`config.mk`:
```
export PLATFORM = sky130hd
export DESIGN_NAME = sack_retransmit_slot_tracker_top_flat
export DESIGN_NICKNAME = d
export VERILOG_FILES = /design/src/sv/srst_pkg.sv /design/src/sv/srst_if.sv /design/src/sv/srst_ram.sv /design/src/sv/sack_retransmit_slot_tracker_top.sv /design/src/flat_wrapper.sv
export SDC_FILE = /design/constraint.sdc
export NUM_CORES = 2
export LEC_CHECK = 0
export BUFFER_PORTS_ARGS = -buffer_cell sky130_fd_sc_hd__buf_2
export CORE_MARGIN = 2
export CORE_UTILIZATION = 50
export CTS_BUF_LIST = sky130_fd_sc_hd__clkbuf_8
export DETAILED_ROUTE_END_ITERATION = 12
export GPL_TIMING_DRIVEN = 0
export PLACE_DENSITY = 0.66
export SYNTH_ARGS = -nofsm -noshare
export SYNTH_HDL_FRONTEND = slang
export SYNTH_HIERARCHICAL = 1
export SYNTH_SLANG_ARGS = --single-unit
```
`constraint.sdc`:
```
create_clock -name i_clk -period 18.9 [get_ports i_clk]
set_input_delay 0.945 -clock i_clk [delete_from_list [all_inputs] [get_ports i_clk]]
set_output_delay 0.945 -clock i_clk [all_outputs]
set_load 0.02 [all_outputs]
```
`src/sv/srst_pkg.sv`:
```
// ----------------------------------------------------------------------------
// srst_pkg
// types and constants shared by the retransmit slot tracker files
// ----------------------------------------------------------------------------
package srst_pkg;

    localparam int SLOTS    = 32;
    localparam int SLOT_W   = $clog2(SLOTS);
    localparam int CNT_W    = $clog2(SLOTS + 1);
    localparam int TSN_W    = 32;
    localparam int LIM_W    = 8;
    localparam int ENTRY_W  = TSN_W + 2 * LIM_W;

    typedef enum logic [2:0] {
        OP_RECORD     = 3'd0,
        OP_SACK_CUM   = 3'd1,
        OP_SACK_GAP   = 3'd2,
        OP_RETRANSMIT = 3'd3,
        OP_FREE_ALL   = 3'd4
    } t_op;

    typedef enum logic [1:0] {
        KIND_RECORD = 2'd0,
        KIND_RESEND = 2'd1,
        KIND_DONE   = 2'd2
    } t_kind;

    typedef enum logic [1:0] {
        ST_IDLE,
        ST_SCAN,
        ST_DONE
    } t_state;

    typedef struct packed {
        logic [2:0]  operation;
        logic [31:0] sent_tsn;
        logic [7:0]  max_resends;
        logic [31:0] cum_tsn;
        logic        has_gaps;
        logic [15:0] gap_start;
        logic [15:0] gap_end;
    } t_req;

    typedef struct packed {
        t_kind       kind;
        logic [4:0]  slot;
        logic [31:0] entry_tsn;
        logic        evicted;
        logic [5:0]  resend_total;
        logic        last;
    } t_res;

    typedef struct packed {
        logic [TSN_W-1:0] tsn;
        logic [LIM_W-1:0] limit;
        logic [LIM_W-1:0] resends;
    } t_entry;

    function automatic logic at_or_before(logic [TSN_W-1:0] tsn, logic [TSN_W-1:0] ref_tsn);
        logic [TSN_W-1:0] d;
        d = tsn - ref_tsn;
        return (d == '0) || d[TSN_W-1];
    endfunction

endpackage

```
`src/sv/srst_if.sv`:
```
// ----------------------------------------------------------------------------
// srst_req_if / srst_res_if
// valid/ready channels carrying request and result beats
// ----------------------------------------------------------------------------
interface srst_req_if import srst_pkg::*; ();
    logic valid;
    logic ready;
    t_req data;

    modport source (output valid, output data, input ready);
    modport sink   (input valid, input data, output ready);
endinterface

interface srst_res_if import srst_pkg::*; ();
    logic valid;
    logic ready;
    t_res data;

    modport source (output valid, output data, input ready);
    modport sink   (input valid, input data, output ready);
endinterface

```
`src/sv/srst_ram.sv`:
```
// ----------------------------------------------------------------------------
// srst_ram
// generic single-write, single-read ram with registered read data
// ----------------------------------------------------------------------------
module srst_ram #(
    parameter int WIDTH = 8,
    parameter int DEPTH = 32
) (
    input  logic                     i_clk,
    input  logic                     i_we,
    input  logic [$clog2(DEPTH)-1:0] i_waddr,
    input  logic [WIDTH-1:0]         i_wdata,
    input  logic                     i_re,
    input  logic [$clog2(DEPTH)-1:0] i_raddr,
    output logic [WIDTH-1:0]         o_rdata
);

    logic [WIDTH-1:0] r_mem [DEPTH];
    logic [WIDTH-1:0] r_rdata;

    always_ff @(posedge i_clk) begin
        if (i_we) begin
            r_mem[i_waddr] <= i_wdata;
        end
        if (i_re) begin
            r_rdata <= r_mem[i_raddr];
        end
    end

    assign o_rdata = r_rdata;

endmodule

```
`src/sv/sack_retransmit_slot_tracker_top.sv`:
```
// ----------------------------------------------------------------------------
// sack_retransmit_slot_tracker_top
// ring of retransmit slots tracking sent fragments by tsn
//
// i_req carries one operation per beat: record, cumulative sack, gap block,
// retransmit scan or free all. o_res carries result beats; last marks the
// final beat of an operation.
// a record's result shows in the cycle after its beat.
// sack_cum, sack_gap and retransmit walk every slot through the single read
// port of the slot memory, one slot per cycle while no resend is held, and a
// retransmit scan ends with a finishing beat. free_all, an idle retransmit,
// a zero-limit record and unknown codes give no result.
// i_req.ready is high while no scan runs and the result register is free or
// being emptied in the same cycle.
// a stalled o_res holds its beat; a scan that must emit a resend waits on
// that slot until the result register frees up.
// reset clears all valid bits, the write head, the stored ack and the
// pending flag; memory contents are read only behind a set valid bit.
// ----------------------------------------------------------------------------
module sack_retransmit_slot_tracker_top import srst_pkg::*; (
    input  logic          i_clk,
    input  logic          i_rst_n,
    srst_req_if.sink      i_req,
    srst_res_if.source    o_res
);

    t_state              r_state, n_state;
    t_op                 r_op;
    logic [SLOTS-1:0]    r_valid;
    logic [SLOT_W-1:0]   r_head;
    logic [SLOT_W-1:0]   r_idx;
    logic [TSN_W-1:0]    r_acked;
    logic [TSN_W-1:0]    r_lo;
    logic [TSN_W-1:0]    r_hi;
    logic                r_pending;
    logic [CNT_W-1:0]    r_count;
    logic                r_out_valid, n_out_valid;
    t_res                r_out, n_out;

    logic                w_acc;
    logic                w_out_free;
    logic                w_start;
    logic                w_rec;
    logic                w_last_idx;
    logic                w_emit;
    logic                w_hold;
    logic                w_clear;
    logic                w_aob;
    logic                w_in_gap;
    logic                w_can_resend;
    logic                ram_we;
    logic                ram_re;
    logic [SLOT_W-1:0]   ram_waddr;
    logic [SLOT_W-1:0]   ram_raddr;
    t_entry              ram_wdata;
    t_entry              ram_rdata;

    srst_ram #(
        .WIDTH (ENTRY_W),
        .DEPTH (SLOTS)
    ) u_slot_ram (
        .i_clk   (i_clk),
        .i_we    (ram_we),
        .i_waddr (ram_waddr),
        .i_wdata (ram_wdata),
        .i_re    (ram_re),
        .i_raddr (ram_raddr),
        .o_rdata (ram_rdata)
    );

    assign w_out_free  = !r_out_valid || o_res.ready;
    assign i_req.ready = (r_state == ST_IDLE) && w_out_free;
    assign w_acc       = i_req.valid && i_req.ready;
    assign w_rec       = w_acc && (i_req.data.operation == OP_RECORD)
                         && (i_req.data.max_resends != '0);
    assign w_start     = w_acc && ((i_req.data.operation == OP_SACK_CUM)
                         || (i_req.data.operation == OP_SACK_GAP)
                         || ((i_req.data.operation == OP_RETRANSMIT) && r_pending));
    assign w_last_idx  = (r_idx == SLOT_W'(SLOTS - 1));

    // slot evaluation on the registered entry read for the current slot
    assign w_aob        = at_or_before(ram_rdata.tsn, r_acked);
    assign w_in_gap     = (ram_rdata.tsn >= r_lo) && (ram_rdata.tsn <= r_hi);
    assign w_can_resend = ram_rdata.resends < ram_rdata.limit;
    assign w_emit       = (r_state == ST_SCAN) && (r_op == OP_RETRANSMIT) && r_valid[r_idx]
                          && !w_aob && w_can_resend;
    assign w_hold       = w_emit && !w_out_free;

    always_comb begin
        w_clear = 1'b0;
        if ((r_state == ST_SCAN) && r_valid[r_idx]) begin
            case (r_op)
                OP_SACK_CUM:   w_clear = w_aob;
                OP_SACK_GAP:   w_clear = w_in_gap;
                OP_RETRANSMIT: w_clear = !w_emit;
                default:       w_clear = 1'b0;
            endcase
        end
    end

    // next state
    always_comb begin
        n_state = r_state;
        case (r_state)
            ST_IDLE: begin
                if (w_start) begin
                    n_state = ST_SCAN;
                end
            end
            ST_SCAN: begin
                if (!w_hold && w_last_idx) begin
                    n_state = (r_op == OP_RETRANSMIT) ? ST_DONE : ST_IDLE;
                end
            end
            ST_DONE: begin
                if (w_out_free) begin
                    n_state = ST_IDLE;
                end
            end
            default: n_state = ST_IDLE;
        endcase
    end

    // memory control and result register
    always_comb begin
        ram_we      = 1'b0;
        ram_waddr   = r_idx;
        ram_wdata   = ram_rdata;
        ram_re      = 1'b0;
        ram_raddr   = r_idx + SLOT_W'(1);
        n_out_valid = r_out_valid && !o_res.ready;
        n_out       = r_out;
        case (r_state)
            ST_IDLE: begin
                ram_raddr = '0;
                ram_re    = w_start;
                if (w_rec) begin
                    ram_we            = 1'b1;
                    ram_waddr         = r_head;
                    ram_wdata.tsn     = i_req.data.sent_tsn;
                    ram_wdata.limit   = i_req.data.max_resends;
                    ram_wdata.resends = '0;
                    n_out_valid        = 1'b1;
                    n_out.kind         = KIND_RECORD;
                    n_out.slot         = 5'(r_head);
                    n_out.entry_tsn    = i_req.data.sent_tsn;
                    n_out.evicted      = r_valid[r_head];
                    n_out.resend_total = '0;
                    n_out.last         = 1'b1;
                end
            end
            ST_SCAN: begin
                ram_re = !w_hold && !w_last_idx;
                if (w_emit && !w_hold) begin
                    ram_we             = 1'b1;
                    ram_wdata.resends  = ram_rdata.resends + LIM_W'(1);
                    n_out_valid        = 1'b1;
                    n_out.kind         = KIND_RESEND;
                    n_out.slot         = 5'(r_idx);
                    n_out.entry_tsn    = ram_rdata.tsn;
                    n_out.evicted      = 1'b0;
                    n_out.resend_total = '0;
                    n_out.last         = 1'b0;
                end
            end
            ST_DONE: begin
                if (w_out_free) begin
                    n_out_valid        = 1'b1;
                    n_out.kind         = KIND_DONE;
                    n_out.slot         = '0;
                    n_out.entry_tsn    = '0;
                    n_out.evicted      = 1'b0;
                    n_out.resend_total = 6'(r_count);
                    n_out.last         = 1'b1;
                end
            end
            default: ;
        endcase
    end

    always_ff @(posedge i_clk) begin
        if (!i_rst_n) begin
            r_state     <= ST_IDLE;
            r_valid     <= '0;
            r_head      <= '0;
            r_acked     <= '0;
            r_pending   <= 1'b0;
            r_out_valid <= 1'b0;
        end else begin
            r_state     <= n_state;
            r_out_valid <= n_out_valid;
            if (w_rec) begin
                r_valid[r_head] <= 1'b1;
                r_head <= (r_head == SLOT_W'(SLOTS - 1)) ? '0 : r_head + SLOT_W'(1);
            end
            if (w_clear) begin
                r_valid[r_idx] <= 1'b0;
            end
            if (w_acc) begin
                case (i_req.data.operation)
                    OP_SACK_CUM: begin
                        r_acked <= i_req.data.cum_tsn;
                        if (i_req.data.has_gaps) begin
                            r_pending <= 1'b1;
                        end
                    end
                    OP_RETRANSMIT: r_pending <= 1'b0;
                    OP_FREE_ALL: begin
                        r_valid <= '0;
                        r_head  <= '0;
                    end
                    default: ;
                endcase
            end
        end
    end

    always_ff @(posedge i_clk) begin
        r_out <= n_out;
        if (w_start) begin
            r_op    <= t_op'(i_req.data.operation);
            r_idx   <= '0;
            r_count <= '0;
            r_lo    <= r_acked + TSN_W'(i_req.data.gap_start);
            r_hi    <= r_acked + TSN_W'(i_req.data.gap_end);
        end else if ((r_state == ST_SCAN) && !w_hold) begin
            r_idx <= r_idx + SLOT_W'(1);
            if (w_emit) begin
                r_count <= r_count + CNT_W'(1);
            end
        end
    end

    assign o_res.valid = r_out_valid;
    assign o_res.data  = r_out;

endmodule

```
`src/flat_wrapper.sv`:
```
// flat-port wrapper written by rule: the top's interface ports become plain ports
module sack_retransmit_slot_tracker_top_flat import srst_pkg::*;
  (i_clk, i_rst_n, i_req_valid, i_req_data, i_req_ready, o_res_valid, o_res_data, o_res_ready);
  srst_req_if i_req_i ();
  srst_res_if o_res_i ();
  input  logic i_clk;
  input  logic i_rst_n;
  input wire logic [$bits(i_req_i.valid)-1:0] i_req_valid;
  input wire logic [$bits(i_req_i.data)-1:0] i_req_data;
  output wire logic [$bits(i_req_i.ready)-1:0] i_req_ready;
  output wire logic [$bits(o_res_i.valid)-1:0] o_res_valid;
  output wire logic [$bits(o_res_i.data)-1:0] o_res_data;
  input wire logic [$bits(o_res_i.ready)-1:0] o_res_ready;
  assign i_req_i.valid = i_req_valid;
  assign i_req_i.data = i_req_data;
  assign i_req_ready = i_req_i.ready;
  assign o_res_valid = o_res_i.valid;
  assign o_res_data = o_res_i.data;
  assign o_res_i.ready = o_res_ready;
  sack_retransmit_slot_tracker_top u_core (.i_clk(i_clk), .i_rst_n(i_rst_n), .i_req(i_req_i), .o_res(o_res_i));
endmodule
```
==> impl_metrics.toml <==
[worst_setup_path]
end_kind = "flip-flop"
worstRegToRegCells = 16
cp_max_fo = 25
required_ns = 19.59
crit_type = "reg -> reg"
arrival_ns = 8.54
reg2reg_to = "u_core/u_slot_ram/r_mem[29][6]$_DFFE_PP_"
r2r_start = "u_core/r_state[0]$_SDFFE_PN0P_"
cp-start-kind = "flip-flop"
endpoint = "u_core/u_slot_ram/r_mem[29][6]$_DFFE_PP_"
critPathLaunch = "u_core/r_state[0]$_SDFFE_PN0P_"
rrSetupSlack_ns = 11.04

[yosys]
synth_nets = 5358
synth.yosys.seq_area_share_pct = 69.5
synth_area_mm2 = 0.0758
async_reset_ff_share_pct = 0
yosys.area.top_type = "edfxtp_1"
yosysTopAreaCellShare_pct = 67.3
synth_cell_type_count = 78
yosys_register_bits = 1782
syn_avg_cell_area_um2 = 14.9
synth.area.top_cells = "edfxtp_1, mux2i_1, ha_1, dfxtp_1, a21oi_1"
yosys_warnings = 6
synthFlopType = "edfxtp_1"
synth_edf_count = 1698
synth_cells = 5092

[sta]
finalSetupViolCount = 0
rsz0062_at_grt = "false"
tightest_slew_ns = 1.43
fin_worst_skew_ns = 0.0843
period_share_pct = 41.6
period_needed_ns = 7.86
hold_violations = 0
tns_ns = 0
slew_viol_final = 0
setup_ws_ns = 11.04
slew_headroom_pct = 4.88
fmax_mhz = 127

[power_and_ir_drop]
leakagePower_nw = 28.7
power_density_mw_per_mm2 = 96.9
peakVddDrop_mv = 0.0776

[drt]
drt-total-wl_um = 218000
vias = 47102
drtPass1Iterations = 6
routed_via_density = 5.95
ant_nets = 0
route.detailed.drc = 0
drtIter0Drc = 5255
wire_per_inst_um = 27.5

[grt]
antenna_found_initial = 8
grt_use_total_pct = 27.7
grt_pass1_wl_um = 312000
overflow = 0
grt_pass1_vias = 46277
grt_max_degree = 56

[die]
fp.dieW_um = 393
start_util_pct = 50.5
core_mm2 = 0.150
pin_count = 161
die_y_um = 393
core.rowCount = 142
dieArea_mm2 = 0.155

[layout]
area_growth_pct = 14.7
nNetsFinal = 5943
final_common_cell = "edfxtp_1"
final_cell_mix = "edfxtp_1, mux2i_1, nand2_1"
layout-drive-gt1-share_pct = 15.1

[worst_hold_path]
min-delay-start = "i_req_data[49]"
hp-class = "in -> reg"
worstHoldPathCells = 3

[cts]
clock_path_buffers = 4
cts_tree = "built"
htreeDepth = 5
cts-root-buf = "clkbuf_8"
cts.sink_count = 1782
cts_buffers = 308
cts_hold_buf = 0
clock_latency_ns = 1.02
cts_setup_buffers = 0
clkTransAtPathRegs_ns = 0.06
cts-resized-gates = 0

[flow_run]
timing.max_cap.violations = 0

[place]
pre_cts_ws_ns = 11.23
gp_congestion = 0.915
dp_hpwl_um = 153000
io_buffers = 160

[status]
outcome = "completed"
-- area by class of cell --
type	instances	area [um^2]
fill	11701	63200
clock inverter	213	951
multi-input combinational	2868	21400
tap	2016	2520
sequential	1782	52700
antenna	6	15.0
timing repair buffer	275	2850
inverter	185	694
buffer	257	1540
clock buffer	313	4310
-- worst min path at each step --
stage | to | slack, ns
after global routing | u_core/r_acked[16]$_SDFFE_PN0P_ | 0.19
final | u_core/r_acked[16]$_SDFFE_PN0P_ | 0.23
after detailed placement | u_core/r_acked[21]$_SDFFE_PN0P_ | 0.49
after CTS | u_core/r_acked[16]$_SDFFE_PN0P_ | 0.15
after global placement | u_core/r_acked[21]$_SDFFE_PN0P_ | 0.49
after floorplan | u_core/r_acked[19]$_SDFFE_PN0P_ | 0.45
-- power breakdown --
part	total (mW)	internal (mW)	switching [mW]
Combinational	0.869	0.298	0.571
Clock	3.08	1.57	1.51
Sequential	4.47	4.43	0.0410
Total	8.42	6.30	2.12
-- critical path, cell delays in order (launching register included) --
cell and delay [ns]:
dfxtp_1 0.34, inv_1 0.13, ha_1 0.16, clkbuf_1 0.53
inv_1 0.35, nor2_1 0.47, nand2_1 0.18, nor2_1 0.33
and3_1 0.22, clkbuf_1 0.69, clkbuf_1 0.89, clkbuf_1 0.80
nand2_1 0.12, o21ai_0 0.20, nand3b_1 0.75, nor2_4 1.07
buf_12 0.30
-- per-layer routing --
layer / share of wire (%) / global-route usage [%]
met5: 0.0032 / 0
met4: 4.0 / 11.1
met3: 8.7 / 5.55
met2: 47 / 44.3
met1: 40 / 37.2
-- metrics by stage --
step,cells,power (mW),instance area [um^2],hold WS (ns),util (%)
2_1_floorplan,5092,5.06,75800,0.449,-
3_3_place_gp,7268,5.36,79100,0.489,52.7
3_5_place_dp,7382,5.41,81600,0.495,54.4
4_1_cts,7908,8.47,86900,0.153,57.9
5_1_grt,7915,8.70,86900,0.187,57.9
6_report,7915,8.42,86900,0.234,57.9
-- flip-flops by register name, summed over array words and instances, names as in the netlist --
name	cells
u_core/o_res.data	47
u_core/o_res.valid	1
u_core/r_acked	32
u_core/r_count	6
u_core/r_head	5
u_core/r_hi	32
u_core/r_idx	5
u_core/r_lo	32
u_core/r_op	3
u_core/r_pending	1
u_core/r_state	2
u_core/r_valid	32
u_core/u_slot_ram/o_rdata	48
u_core/u_slot_ram/r_mem	1536
-- cell usage after synthesis, types with 18 or more instances --
| master | count |
|---|---|
| nor2_1 | 153 |
| a21o_1 | 44 |
| a22o_1 | 97 |
| nand3_1 | 194 |
| o21ai_0 | 153 |
| inv_1 | 181 |
| and2_1 | 18 |
| a22oi_1 | 150 |
| nor2b_1 | 20 |
| edfxtp_1 | 1698 |
| clkbuf_1 | 108 |
| buf_4 | 42 |
| a211oi_1 | 38 |
| xnor2_1 | 59 |
| ha_1 | 151 |
| dfxtp_1 | 84 |
| buf_6 | 44 |
| nor3_1 | 82 |
| a31oi_1 | 63 |
| mux2i_1 | 774 |
| nand4_1 | 25 |
| buf_2 | 48 |
| nand2_1 | 355 |
| a21oi_1 | 291 |
-- cell families after synthesis --
kind of cell    count (synthesis)  synth area share (%)
compound gates                929                  7.89
xor+xnor                       65                 0.751
fa+ha+maj                     154                  2.57
buf+inv                       442                  2.94
flops                        1782                  69.5
mux                           792                  10.7
simple gates                  928                  5.65
(Power assumes the default switching activity.)
